<file path="src/rtl/core/sbkv_pkg.sv">
// ----------------------------------------------------------------------------
// sbkv_pkg: shared types and constants for the sorted key/value table
// Sizes, op codes, beat structs and cell control types used by the cell
// chain and the top level.
// ----------------------------------------------------------------------------
package sbkv_pkg;

  // Table geometry
  localparam int DEPTH      = 16;
  localparam int KEY_BITS   = 32;
  localparam int VALUE_BITS = 32;
  localparam int CNT_BITS   = $clog2(DEPTH + 1);

  // Fixed field widths
  localparam int OP_BITS   = 3;
  localparam int CAP_BITS  = 5;
  localparam int KEEP_BITS = 5;
  localparam int OCC_BITS  = 5;
  localparam int CMP_BITS  = (CNT_BITS > CAP_BITS) ? CNT_BITS : CAP_BITS;

  // Register port
  localparam int ADDR_BITS = 3;
  localparam int DATA_BITS = 32;
  localparam logic [CAP_BITS-1:0] CAP_RESET = CAP_BITS'(16);
  localparam logic REG_CAPACITY = 1'b0;

  typedef enum logic [OP_BITS-1:0] {
    OP_INSERT = 3'd0,
    OP_LOOKUP = 3'd1,
    OP_REMOVE = 3'd2,
    OP_CLEAR  = 3'd3,
    OP_TRIM   = 3'd4
  } op_t;

  typedef enum logic [1:0] {
    CELL_HOLD,
    CELL_INSERT,
    CELL_REMOVE,
    CELL_SHIFT
  } cell_op_t;

  typedef enum logic {
    ST_IDLE,
    ST_EXEC
  } state_t;

  // Input beat
  typedef struct packed {
    logic [OP_BITS-1:0]          op;
    logic signed [KEY_BITS-1:0]  key;
    logic [VALUE_BITS-1:0]       value;
    logic [KEEP_BITS-1:0]        keep_count;
  } item_t;

  // Result beat
  typedef struct packed {
    logic                  found;
    logic [VALUE_BITS-1:0] read_value;
    logic [OCC_BITS-1:0]   occupancy;
  } result_t;

  // Control broadcast to every cell
  typedef struct packed {
    cell_op_t                    op;
    logic                        evict;
    logic signed [KEY_BITS-1:0]  key;
    logic [VALUE_BITS-1:0]       value;
  } cell_ctl_t;

  // Status returned by the chain
  typedef struct packed {
    logic                  found;
    logic [VALUE_BITS-1:0] read_value;
  } chain_stat_t;

endpackage

</file>
<file path="src/rtl/core/sbkv_cell.sv">
// ----------------------------------------------------------------------------
// sbkv_cell: one slot of the sorted table
// Holds one key/value pair, compares it with the broadcast key and loads
// from itself, a neighbor or the new entry depending on the operation.
// ----------------------------------------------------------------------------
module sbkv_cell (
  input  logic                                  clk,
  input  sbkv_pkg::cell_ctl_t                   ctl,
  input  logic                                  head,
  input  logic                                  valid,
  input  logic signed [sbkv_pkg::KEY_BITS-1:0]  left_key,
  input  logic [sbkv_pkg::VALUE_BITS-1:0]       left_value,
  input  logic                                  left_le,
  input  logic signed [sbkv_pkg::KEY_BITS-1:0]  right_key,
  input  logic [sbkv_pkg::VALUE_BITS-1:0]       right_value,
  input  logic                                  right_le,
  output logic signed [sbkv_pkg::KEY_BITS-1:0]  key,
  output logic [sbkv_pkg::VALUE_BITS-1:0]       value,
  output logic                                  le,
  output logic                                  eq
);

  logic signed [sbkv_pkg::KEY_BITS-1:0] key_next;
  logic [sbkv_pkg::VALUE_BITS-1:0]      value_next;
  logic                                 lt;

  // Local compare against the broadcast key
  assign le = valid && (key <= ctl.key);
  assign lt = valid && (key < ctl.key);
  assign eq = valid && (key == ctl.key);

  // Slot load select
  always_comb begin
    key_next   = key;
    value_next = value;
    unique case (ctl.op)
      sbkv_pkg::CELL_INSERT: begin
        if (ctl.evict) begin
          // front entry drops out: the entries up to the new key move one slot toward head
          if (right_le) begin
            key_next   = right_key;
            value_next = right_value;
          end else if (head || le) begin
            key_next   = ctl.key;
            value_next = ctl.value;
          end
        end else if (!le) begin
          if (head || left_le) begin
            key_next   = ctl.key;
            value_next = ctl.value;
          end else begin
            key_next   = left_key;
            value_next = left_value;
          end
        end
      end
      sbkv_pkg::CELL_REMOVE: begin
        // slots at and past the first match close the gap
        if (!lt) begin
          key_next   = right_key;
          value_next = right_value;
        end
      end
      sbkv_pkg::CELL_SHIFT: begin
        key_next   = right_key;
        value_next = right_value;
      end
      sbkv_pkg::CELL_HOLD: begin
      end
      default: begin
      end
    endcase
  end

  always_ff @(posedge clk) begin
    key   <= key_next;
    value <= value_next;
  end

endmodule

</file>
<file path="src/rtl/core/sbkv_chain.sv">
// ----------------------------------------------------------------------------
// sbkv_chain: row of table cells
// Links the cells to their neighbors, derives slot valid from the count and
// reduces the per-cell match flags into found and the lookup value.
// ----------------------------------------------------------------------------
module sbkv_chain (
  input  logic                             clk,
  input  sbkv_pkg::cell_ctl_t              ctl,
  input  logic [sbkv_pkg::CNT_BITS-1:0]    count,
  output sbkv_pkg::chain_stat_t            stat
);

  logic signed [sbkv_pkg::KEY_BITS-1:0] cell_key   [sbkv_pkg::DEPTH];
  logic [sbkv_pkg::VALUE_BITS-1:0]      cell_value [sbkv_pkg::DEPTH];
  logic [sbkv_pkg::DEPTH-1:0]           cell_le;
  logic [sbkv_pkg::DEPTH-1:0]           cell_eq;
  logic [sbkv_pkg::DEPTH-1:0]           first_eq;
  logic                                 found;
  sbkv_pkg::cell_ctl_t                  cell_ctl;

  assign found = |cell_eq;

  // A remove with no match leaves the row alone
  always_comb begin
    cell_ctl = ctl;
    if (ctl.op == sbkv_pkg::CELL_REMOVE && !found) begin
      cell_ctl.op = sbkv_pkg::CELL_HOLD;
    end
  end

  for (genvar i = 0; i < sbkv_pkg::DEPTH; i++) begin : g_cell
    logic signed [sbkv_pkg::KEY_BITS-1:0] lkey;
    logic [sbkv_pkg::VALUE_BITS-1:0]      lvalue;
    logic                                 lle;
    logic signed [sbkv_pkg::KEY_BITS-1:0] rkey;
    logic [sbkv_pkg::VALUE_BITS-1:0]      rvalue;
    logic                                 rle;

    if (i == 0) begin : g_head
      assign lkey   = '0;
      assign lvalue = '0;
      assign lle    = 1'b0;
      assign first_eq[i] = cell_eq[i];
    end else begin : g_body
      assign lkey   = cell_key[i-1];
      assign lvalue = cell_value[i-1];
      assign lle    = cell_le[i-1];
      // equal keys sit together, so the first match has no match before it
      assign first_eq[i] = cell_eq[i] && !cell_eq[i-1];
    end

    if (i == sbkv_pkg::DEPTH - 1) begin : g_tail
      assign rkey   = '0;
      assign rvalue = '0;
      assign rle    = 1'b0;
    end else begin : g_mid
      assign rkey   = cell_key[i+1];
      assign rvalue = cell_value[i+1];
      assign rle    = cell_le[i+1];
    end

    sbkv_cell u_cell (
      .clk         (clk),
      .ctl         (cell_ctl),
      .head        (i == 0),
      .valid       (count > sbkv_pkg::CNT_BITS'(i)),
      .left_key    (lkey),
      .left_value  (lvalue),
      .left_le     (lle),
      .right_key   (rkey),
      .right_value (rvalue),
      .right_le    (rle),
      .key         (cell_key[i]),
      .value       (cell_value[i]),
      .le          (cell_le[i]),
      .eq          (cell_eq[i])
    );
  end

  // One-hot select of the first matching value
  always_comb begin
    stat.found      = found;
    stat.read_value = '0;
    for (int j = 0; j < sbkv_pkg::DEPTH; j++) begin
      stat.read_value = stat.read_value |
                        ({sbkv_pkg::VALUE_BITS{first_eq[j]}} & cell_value[j]);
    end
  end

endmodule

</file>
<file path="src/rtl/core/sorted_bounded_key_value_table.sv">
// ----------------------------------------------------------------------------
// sorted_bounded_key_value_table: bounded table kept in signed key order
// Insert with smallest-key eviction, lookup, remove, clear and trim over a
// row of shifting cells, with a capacity register on an APB-style port.
// ----------------------------------------------------------------------------
//  channel  | direction | handshake                  | beat
//  ---------+-----------+----------------------------+---------------------
//  cmd      | in        | cmd_valid / cmd_stall      | item_t (op,key,...)
//  res      | out       | res_valid / res_stall      | result_t
//  apb      | in/out    | psel,penable,pwrite,pready | capacity register
//
//  Insert, lookup, remove, clear and unused ops: the beat is taken in idle,
//  then the cell row compares and shifts in place in the execute state.
//  Trim evicts n entries in the execute state: the row shifts one slot a cycle.
//  Reset (rst, synchronous) empties the table and sets capacity to 16.
//  A new beat is taken while a result waits in the output register; a held
//  result stalls the next operation in its execute cycle.
// ----------------------------------------------------------------------------
module sorted_bounded_key_value_table (
  input  logic                               clk,
  input  logic                               rst,
  input  logic                               cmd_valid,
  output logic                               cmd_stall,
  input  sbkv_pkg::item_t                    cmd,
  output logic                               res_valid,
  input  logic                               res_stall,
  output sbkv_pkg::result_t                  res,
  input  logic                               psel,
  input  logic                               penable,
  input  logic                               pwrite,
  input  logic [sbkv_pkg::ADDR_BITS-1:0]     paddr,
  input  logic [sbkv_pkg::DATA_BITS-1:0]     pwdata,
  output logic [sbkv_pkg::DATA_BITS-1:0]     prdata,
  output logic                               pready
);

  sbkv_pkg::state_t              state, state_next;
  sbkv_pkg::item_t               item;
  logic [sbkv_pkg::CAP_BITS-1:0] capacity;
  logic [sbkv_pkg::CNT_BITS-1:0] count, count_next;
  sbkv_pkg::cell_ctl_t           ctl;
  sbkv_pkg::chain_stat_t         stat;
  sbkv_pkg::result_t             result_next;
  logic                          finish;
  logic                          out_free;
  logic                          evict;
  logic [sbkv_pkg::CMP_BITS-1:0] count_w;
  logic [sbkv_pkg::CMP_BITS-1:0] cap_w;
  logic [sbkv_pkg::CMP_BITS-1:0] keep_w;

  // Register port
  assign pready = 1'b1;
  assign prdata = (paddr[2] == sbkv_pkg::REG_CAPACITY) ?
                  sbkv_pkg::DATA_BITS'(capacity) : '0;

  always_ff @(posedge clk) begin
    if (rst) begin
      capacity <= sbkv_pkg::CAP_RESET;
    end else if (psel && penable && pwrite && pready &&
                 paddr[2] == sbkv_pkg::REG_CAPACITY) begin
      capacity <= pwdata[sbkv_pkg::CAP_BITS-1:0];
    end
  end

  // Eviction: capacity zero acts as one, above the depth as the depth
  assign count_w = sbkv_pkg::CMP_BITS'(count);
  assign cap_w   = (capacity == '0) ? sbkv_pkg::CMP_BITS'(1) : sbkv_pkg::CMP_BITS'(capacity);
  assign keep_w  = sbkv_pkg::CMP_BITS'(item.keep_count);
  assign evict   = (count != '0) &&
                   ((count >= sbkv_pkg::CNT_BITS'(sbkv_pkg::DEPTH)) || (count_w >= cap_w));

  assign cmd_stall = (state != sbkv_pkg::ST_IDLE);
  assign out_free  = !res_valid || !res_stall;

  // Command latch
  always_ff @(posedge clk) begin
    if (cmd_valid && !cmd_stall) begin
      item <= cmd;
    end
  end

  // Sequencer
  always_comb begin
    state_next             = state;
    count_next             = count;
    finish                 = 1'b0;
    ctl.op                 = sbkv_pkg::CELL_HOLD;
    ctl.evict              = evict;
    ctl.key                = item.key;
    ctl.value              = item.value;
    result_next.found      = 1'b0;
    result_next.read_value = '0;
    unique case (state)
      sbkv_pkg::ST_IDLE: begin
        if (cmd_valid) begin
          state_next = sbkv_pkg::ST_EXEC;
        end
      end
      sbkv_pkg::ST_EXEC: begin
        unique case (sbkv_pkg::op_t'(item.op))
          sbkv_pkg::OP_INSERT: begin
            if (out_free) begin
              ctl.op     = sbkv_pkg::CELL_INSERT;
              count_next = evict ? count : count + sbkv_pkg::CNT_BITS'(1);
              finish     = 1'b1;
            end
          end
          sbkv_pkg::OP_LOOKUP: begin
            if (out_free) begin
              result_next.found      = stat.found;
              result_next.read_value = stat.read_value;
              finish                 = 1'b1;
            end
          end
          sbkv_pkg::OP_REMOVE: begin
            if (out_free) begin
              ctl.op            = sbkv_pkg::CELL_REMOVE;
              count_next        = count - sbkv_pkg::CNT_BITS'(stat.found);
              result_next.found = stat.found;
              finish            = 1'b1;
            end
          end
          sbkv_pkg::OP_CLEAR: begin
            if (out_free) begin
              count_next = '0;
              finish     = 1'b1;
            end
          end
          sbkv_pkg::OP_TRIM: begin
            // drop the front entry once a cycle until within keep count
            if (count_w > keep_w) begin
              ctl.op     = sbkv_pkg::CELL_SHIFT;
              count_next = count - sbkv_pkg::CNT_BITS'(1);
            end else if (out_free) begin
              finish = 1'b1;
            end
          end
          default: begin
            if (out_free) begin
              finish = 1'b1;
            end
          end
        endcase
        if (finish) begin
          state_next = sbkv_pkg::ST_IDLE;
        end
      end
      default: begin
        state_next = sbkv_pkg::ST_IDLE;
      end
    endcase
    result_next.occupancy = sbkv_pkg::OCC_BITS'(count_next);
  end

  always_ff @(posedge clk) begin
    if (rst) begin
      state <= sbkv_pkg::ST_IDLE;
      count <= '0;
    end else begin
      state <= state_next;
      count <= count_next;
    end
  end

  // Output register
  always_ff @(posedge clk) begin
    if (rst) begin
      res_valid <= 1'b0;
    end else if (finish) begin
      res_valid <= 1'b1;
    end else if (!res_stall) begin
      res_valid <= 1'b0;
    end
  end

  always_ff @(posedge clk) begin
    if (finish) begin
      res <= result_next;
    end
  end

  sbkv_chain u_chain (
    .clk   (clk),
    .ctl   (ctl),
    .count (count),
    .stat  (stat)
  );

  // Checks
  a_accept_exec: assert property (@(posedge clk) disable iff (rst)
    cmd_valid && !cmd_stall |=> state == sbkv_pkg::ST_EXEC)
    else $error("accepted beat did not start execution");

  a_count_bound: assert property (@(posedge clk) disable iff (rst)
    count <= sbkv_pkg::CNT_BITS'(sbkv_pkg::DEPTH))
    else $error("entry count beyond table depth");

  a_result_src: assert property (@(posedge clk) disable iff (rst)
    $rose(res_valid) |-> $past(state) == sbkv_pkg::ST_EXEC)
    else $error("result raised outside execution");

  a_insert_nonempty: assert property (@(posedge clk) disable iff (rst)
    finish && item.op == sbkv_pkg::OP_INSERT |=> count != '0 && res.occupancy != '0)
    else $error("insert left table empty");

endmodule

</file>
<file path="config.mk">
export PLATFORM = sky130hd
export DESIGN_NAME = sorted_bounded_key_value_table
export DESIGN_NICKNAME = d
export VERILOG_FILES = /design/src/rtl/core/sbkv_pkg.sv /design/src/rtl/core/sbkv_cell.sv /design/src/rtl/core/sbkv_chain.sv /design/src/rtl/core/sorted_bounded_key_value_table.sv
export SDC_FILE = /design/constraint.sdc
export NUM_CORES = 2
export LEC_CHECK = 0
export BUFFER_PORTS_ARGS = -buffer_cell sky130_fd_sc_hd__buf_2
export CAP_MARGIN = 20
export CORE_UTILIZATION = 40
export CTS_CLUSTER_SIZE = 12
export DETAILED_ROUTE_END_ITERATION = 7
export MAX_ROUTING_LAYER = met4
export PLACE_DENSITY = 0.54
export SLEW_MARGIN = 20
export SYNTH_ARGS = -nofsm -noshare
export SYNTH_HDL_FRONTEND = slang
export SYNTH_SLANG_ARGS = --single-unit
</file>
<file path="constraint.sdc">
create_clock -name clk -period 9.75 [get_ports clk]
set_clock_uncertainty 0.05 [all_clocks]
set_input_delay 1.95 -clock clk [delete_from_list [all_inputs] [get_ports clk]]
set_output_delay 1.95 -clock clk [all_outputs]
set_load 0.05 [all_outputs]
</file>
# [Word level (Yosys, flattened, before mapping)]
# Cells that the tools add are included.
[op_classes] addsub=3 magnitude_cmp=51 eq_ne=44 mux=189 n_bitwise=33 reduce_logical=112
[ops] operator="32-bit two-way mux" count=129
[ops] operator="32-bit case mux with 3 select lines" count=32
[ops] operator="32-bit AND" count=16
[ops] operator="32-bit equality test" count=16
[ops] operator="32-bit <= comparator" count=16
[ops] operator="32-bit < comparator" count=16
[ops] operator="32-bit bitwise OR" count=15
[ops] operator="1-bit logical AND" count=69
[ops] operator="5-bit by 4-bit greater-than comparator with 1-bit output (second input constant)" count=8
[ops] operator="5-bit two-way mux" count=8
[ops] operator="33-bit two-way mux" count=1
[ops] operator="2-bit != test (second input constant)" count=16
[ops] operator="2-bit AND reduction" count=13
[ops] operator="5-bit by 3-bit greater-than comparator with 1-bit output (second input constant)" count=4
[ops] operator="5-bit case mux with 4 select lines" count=1
[ops] operator="1-bit zero test" count=19
[ops] operator="16-bit OR reduction" count=1
[ops] operator="3-bit AND reduction" count=4
[ops] operator="1-bit two-way mux" count=11
[ops] operator="5-bit by 1-bit greater-than comparator with 1-bit output (second input constant)" count=2
[ops] operator="5-bit by 2-bit greater-than comparator with 1-bit output (second input constant)" count=2
[ops] operator="2-bit two-way mux" count=4
[ops] operator="2-bit equality test (second input constant)" count=3
[ops] operator="3-bit by 2-bit equality test with 1-bit output (second input constant)" count=2
[ops] operator="20 further kinds" count=24
[totals] ff_bits=1146 output_inout_bits=73

# [Logic depth before layout (Yosys ltp)]
[logic_depth] ltp_word=22 depth_mapped=17 ltp_nobuf=16

# [Modules after synthesis]
# A second synthesis with hierarchy kept.
[unflattened] hier_cells=8389 area_unflattened_um2=85498.2
[modules_own_cells] module="sbkv_cell" n_inst=16 cells_each=477 area_each_um2=4795.8 seq_area_each_um2=1921.8
[modules_own_cells] module="sorted_bounded_key_value_table" n_inst=1 cells_each=354 area_each_um2=5103.6 seq_area_each_um2=3543.4
[modules_own_cells] module="sbkv_chain" n_inst=1 cells_each=403 area_each_um2=3661.0 seq_area_each_um2=0.0

# [Worst setup path after synthesis]
# OpenSTA, ideal clock, no wires.
[synth_timing] path_type="flip-flop to flip-flop" start="register item, in the netlist ctl[61]" end="register u_chain.g_cell[12].u_cell.key[0] (netlist name), enable pin" arrival_time_ps=7923 slack_ps=1203 path_stages_with_launch=15 path_cell_list="edfxtp_1 clkbuf_1 inv_1 ha_1 nand4_1 or2_1 or4_4 nor2_4 and3b_1 nand4_2 o211ai_2 buf_2 buf_2 buf_1 o21ai_0"
[synth_via] elab_chain_len=9 elab_cells_between_ends=44
[synth_rtl] element="start, declared" line="sorted_bounded_key_value_table.sv:38" source="sbkv_pkg::item_t item;"
[synth_rtl] element="start signal, assigned" line="sorted_bounded_key_value_table.sv:78" source="item <= cmd;"
[synth_rtl] element="32-bit equality test" line="sbkv_cell.sv:30" source="assign eq = valid && (key == ctl.key);"
[synth_rtl] element="1-bit logical AND" line="sbkv_cell.sv:30"
[synth_rtl] element="16-bit OR reduction" line="sbkv_chain.sv:21" source="assign found = |cell_eq;"
[synth_rtl] element="1-bit zero test" line="sbkv_chain.sv:26" source="if (ctl.op == sbkv_pkg::CELL_REMOVE && !found) begin"
[synth_rtl] element="1-bit logical AND" line="sbkv_chain.sv:26"
[synth_rtl] element="2-bit two-way mux" line="sbkv_chain.sv:26"
[synth_rtl] element="2-bit equality test or 2-bit by 1-bit equality test with 1-bit output (tied branches)" line="sbkv_cell.sv:36" source="unique case (ctl.op)"
[synth_rtl] element="2-bit != test (no source line) or 3-bit nonzero test (tied branches)"
[synth_rtl] element="2-bit AND reduction (no source line) *"
[synth_rtl] element="end signal, assigned" line="sbkv_cell.sv:76" source="key <= key_next;"
[synth_rtl] element="end, declared" line="sbkv_cell.sv:17" source="output logic signed [sbkv_pkg::KEY_BITS-1:0] key,"
# Mark *: on every way between the ends. The rest lies on a longest branch, timed or not.
# A chain may end at the register's enable or synchronous reset.

# [Worst setup path in the final report]
[layout_timing] start="register item, in the netlist ctl[61]" end="register u_chain.g_cell[6].u_cell.key[5] (netlist name), enable pin"
[layout_via] elab_chain_len=9 elab_cells_between_ends=44
[layout_rtl] element="32-bit equality test" line="sbkv_cell.sv:30"
[layout_rtl] element="1-bit logical AND" line="sbkv_cell.sv:30"
[layout_rtl] element="16-bit OR reduction" line="sbkv_chain.sv:21"
[layout_rtl] element="1-bit zero test" line="sbkv_chain.sv:26"
[layout_rtl] element="1-bit logical AND" line="sbkv_chain.sv:26"
[layout_rtl] element="2-bit two-way mux" line="sbkv_chain.sv:26"
[layout_rtl] element="2-bit equality test or 2-bit by 1-bit equality test with 1-bit output (tied branches)" line="sbkv_cell.sv:36"
[layout_rtl] element="2-bit != test (no source line) or 3-bit nonzero test (tied branches)"
[layout_rtl] element="2-bit AND reduction (no source line) *"
[layout_rtl] element="end signal, assigned" line="sbkv_cell.sv:76"
[layout_rtl] element="end, declared" line="sbkv_cell.sv:17"
# Marks and branches as above.

==> impl_metrics.toml <==
[run_status]
status = "finished, violations left"
violations = "DRC"

[detailed_routing]
detail-route-antenna-nets = 0
via_count = 89300
wire_per_inst_um = 33.0
drc = 11
via_per_inst = 7.20
drtIter0Drc = 13600
dr.pass1.iters = 8
wirelength_um = 410000

[logic_synthesis]
synth_flop_cell = "edfxtp_1"
yosys_warnings = 0
syn_area_um2 = 90900
syn_area_per_cell_um2 = 9.27
synth-simple-area-share_pct = 14.9
synthMuxAreaShare_pct = 6.65
synth_enable_flop_cells = 1134
synth_cell_types = 93
synth-async-reset-ratio_pct = 0
synth_top_family_by_area = "compound AO/OA/AOI/OAI gates"
synth_seq_cells = 1146
yosysSeqAreaShare_pct = 37.7
synth_xor_xnor_area_share_pct = 0.0867
synth_fa_ha_area_share_pct = 7.28
synth_compound_area_share_pct = 28.2
syn-instance-count = 9812

[pwr]
p_per_area_nw_per_um2 = 131
switching_share_pct = 28.8
p_sw_mw = 3.72
irDropWorstVdd_uv = 192
pwr-share-seq_pct = 44.4
p_comb_share_pct = 12.2
p_leak_nw = 36.9
power.internal_mw = 9.19
power.clock.fraction_pct = 43.4

[worst_setup_path]
path_cells = "inv_1 -> buf_4 -> ha_1 -> nand4_1 -> nor4_2 -> nand4_1 -> o211ai_1 -> nor4_2 -> nand4_2 -> o211a_4 -> nor2_2 -> buf_4 -> a41oi_4 -> buf_4"
end_kind = "flip-flop"
cp_top_family = "simple AND/OR/NAND/NOR gates"
cp_max_fo = 20
worst-path-buf-inv = 4
slowest_stage = "nor4_2"
critPathLaunchType = "flip-flop"
critPathMostFrequentCell = "buf_4"
critPathMaxStageDelay_ns = 1.04
worstSetupPathType = "reg -> reg"
worstPathArrival_ns = 7.95
crit_required_ns = 10.20

[global_routing]
first_global_vias = 82700
antenna_found_initial = 13
grt_start_max_net_pins = 221
grt_first_pass_wirelength_um = 585000
grt-ovfl-total = 0
grt_usage_pct = 35.3

[die]
die_area_um2 = 229000
initial_core_util_pct = 40.4
io_pins = 187
rows = 174
die_w_um = 479
coreArea_um2 = 225000
die_h_um = 479

[timing]
fin_crit_sh_pct = 76.9
layout_min_cycle_time_ns = 7.50
finalHoldViolCount = 0
rsz0062_at_grt = "false"
tns_ns = 0
fmax_mhz = 133
slew_headroom_pct = 15.1
worst_pin_slew_ns = 1.26
finalMaxSlewViolations = 0
final-setup-viol-count = 0

[finish]
drive_gt1_share_pct = 11.1
syn_to_final_growth_pct = 8.48
finish.utilization_pct = 43.8
final_nets = 9931

[run]
cap_violations = 0

[clock_network]
cts_buffers = 150
clk_pin_slew_worst_paths_ns = 0.06
root_buffer = "clkbuf_16"
cts_tree = "yes"
h-tree-depth = 4
ctsResizeCount = 0
post_cts_buffers = 0
cts_buffer_depth = 3
cts_hold_buf = 0
clkLatencyLatePin_ns = 0.88
clkSinkCount = 1146

[worst_hold_path]
hp-class = "reg -> reg"

[place]
dp.final_hpwl_um = 242000
place_congestion = 1.00
io_buffers = 129
## state kept, by name, summed over array words and instances, names as in the netlist
name,flops
item,3
cmd_stall,1
capacity,5
res_valid,1
keep_w,5
res,38
count,5
u_chain.g_cell.u_cell.key,512
ctl,64
u_chain.g_cell.u_cell.value,512
## power by group through the flow
stage	sequential, mW	combinational (mW)	clock, mW
after floorplan	5.77	1.04	0
after global placement	5.82	1.49	0
after detailed placement	5.82	1.53	0
after CTS	5.72	1.53	5.64
after global routing	5.74	1.69	5.82
final	5.73	1.58	5.61
## worst min-delay path, stage by stage, from the launching register on
cell and delay (ns):
dfxtp_1 0.33, mux2i_1 0.07, nor2_1 0.08
## synthesized netlist by cell type (all sizes together), types with 75 or more instances
cell type     n  area, um2
nand2b       75        469
mux2        221       2490
inv          89        334
nand3       306       1530
o221ai      139       1220
clkbuf      717       2690
a211oi       77        578
nor3        201       1010
nor4        153        976
edfxtp     1134      34100
nor2        855       3230
o221a        97       1090
o211ai      285       2140
ha          529       6620
a211o       100        876
a221o       319       3190
a2111oi     100        888
nand4       182       1140
nand2      1076       4040
mux2i       356       3560
a21oi       359       1820
buf         340       1700
a21o        176       1320
o21ai       496       2480
a31oi       326       2040
a311oi      100        876
a221oi      110        963
o21a        111        833
a31o        102        893
## placed cells by master, fill, tap and decap left out, types with 39 or more instances in the layout
master	instances
edfxtp_1	1134
nand2_1	1065
nor2_1	839
ha_1	529
o21ai_0	486
mux2i_1	354
a21oi_1	348
a31oi_1	321
a221o_1	319
nand3_1	305
o211ai_1	284
nor3_1	198
buf_4	192
mux2_2	183
nand4_1	181
a21o_1	174
clkbuf_16	150
nor4_1	144
o221ai_1	139
buf_2	129
a221oi_1	110
o21a_1	108
a31o_2	102
a311oi_1	100
a211o_1	100
a2111oi_0	94
o221a_2	92
inv_1	89
a211oi_1	76
nand2b_1	75
o2111ai_1	69
a311o_1	67
a22o_1	63
and3_1	48
o31ai_1	39
## per-stage QoR
step | setup WS [ns] | hold slack, ns | total power, mW | area, um2 | std cells
after floorplan | 1.20 | 0.410 | 6.81 | 91000 | 9838
after global placement | 2.36 | 0.434 | 7.31 | 93800 | 12100
after detailed placement | 2.66 | 0.455 | 7.35 | 93800 | 12100
after CTS | 2.63 | 0.468 | 12.9 | 98600 | 12400
after global routing | 2.15 | 0.517 | 13.2 | 98700 | 12400
final | 2.25 | 0.463 | 12.9 | 98700 | 12400
## cells by family after synthesis
group	Yosys count
AOI/OAI and AO/OA	3382
xor gates and xnor gates	9
adders and majority gates	529
buffers and inverters	1147
DFF	1146
muxes	577
other	2
and+or+nand+nor	3020
## path summary, 6_finish.rpt
check | slack [ns] | to | startpoint | cells after the start
max | 2.25 | u_chain.g_cell[6].u_cell.key[5] | ctl[61] | 14
min | 0.46 | capacity[0] | capacity[0] | 2
max reg2reg | 2.25 | u_chain.g_cell[6].u_cell.key[5] | ctl[61] | 14
min reg2reg | 0.46 | capacity[0] | capacity[0] | 2
## per-layer routing
layer / wire length, um / track usage (%)
met2: 167000 / 48.7
met1: 169000 / 47.4
met3: 50300 / 8.91
met4: 23100 / 18.0
met5: 0 / -
## final cells by class
class | instances | area [um2]
Timing Repair Buffer | 355 | 2780
Tap cell | 2992 | 3740
Clock inverter | 77 | 776
Antenna cell | 11 | 27.5
Sequential cell | 1146 | 34300
Multi-Input combinational cell | 7545 | 52800
Fill cell | 21500 | 127000
Inverter | 90 | 338
Clock buffer | 191 | 3960
Power figures use the tool's default switching activity.
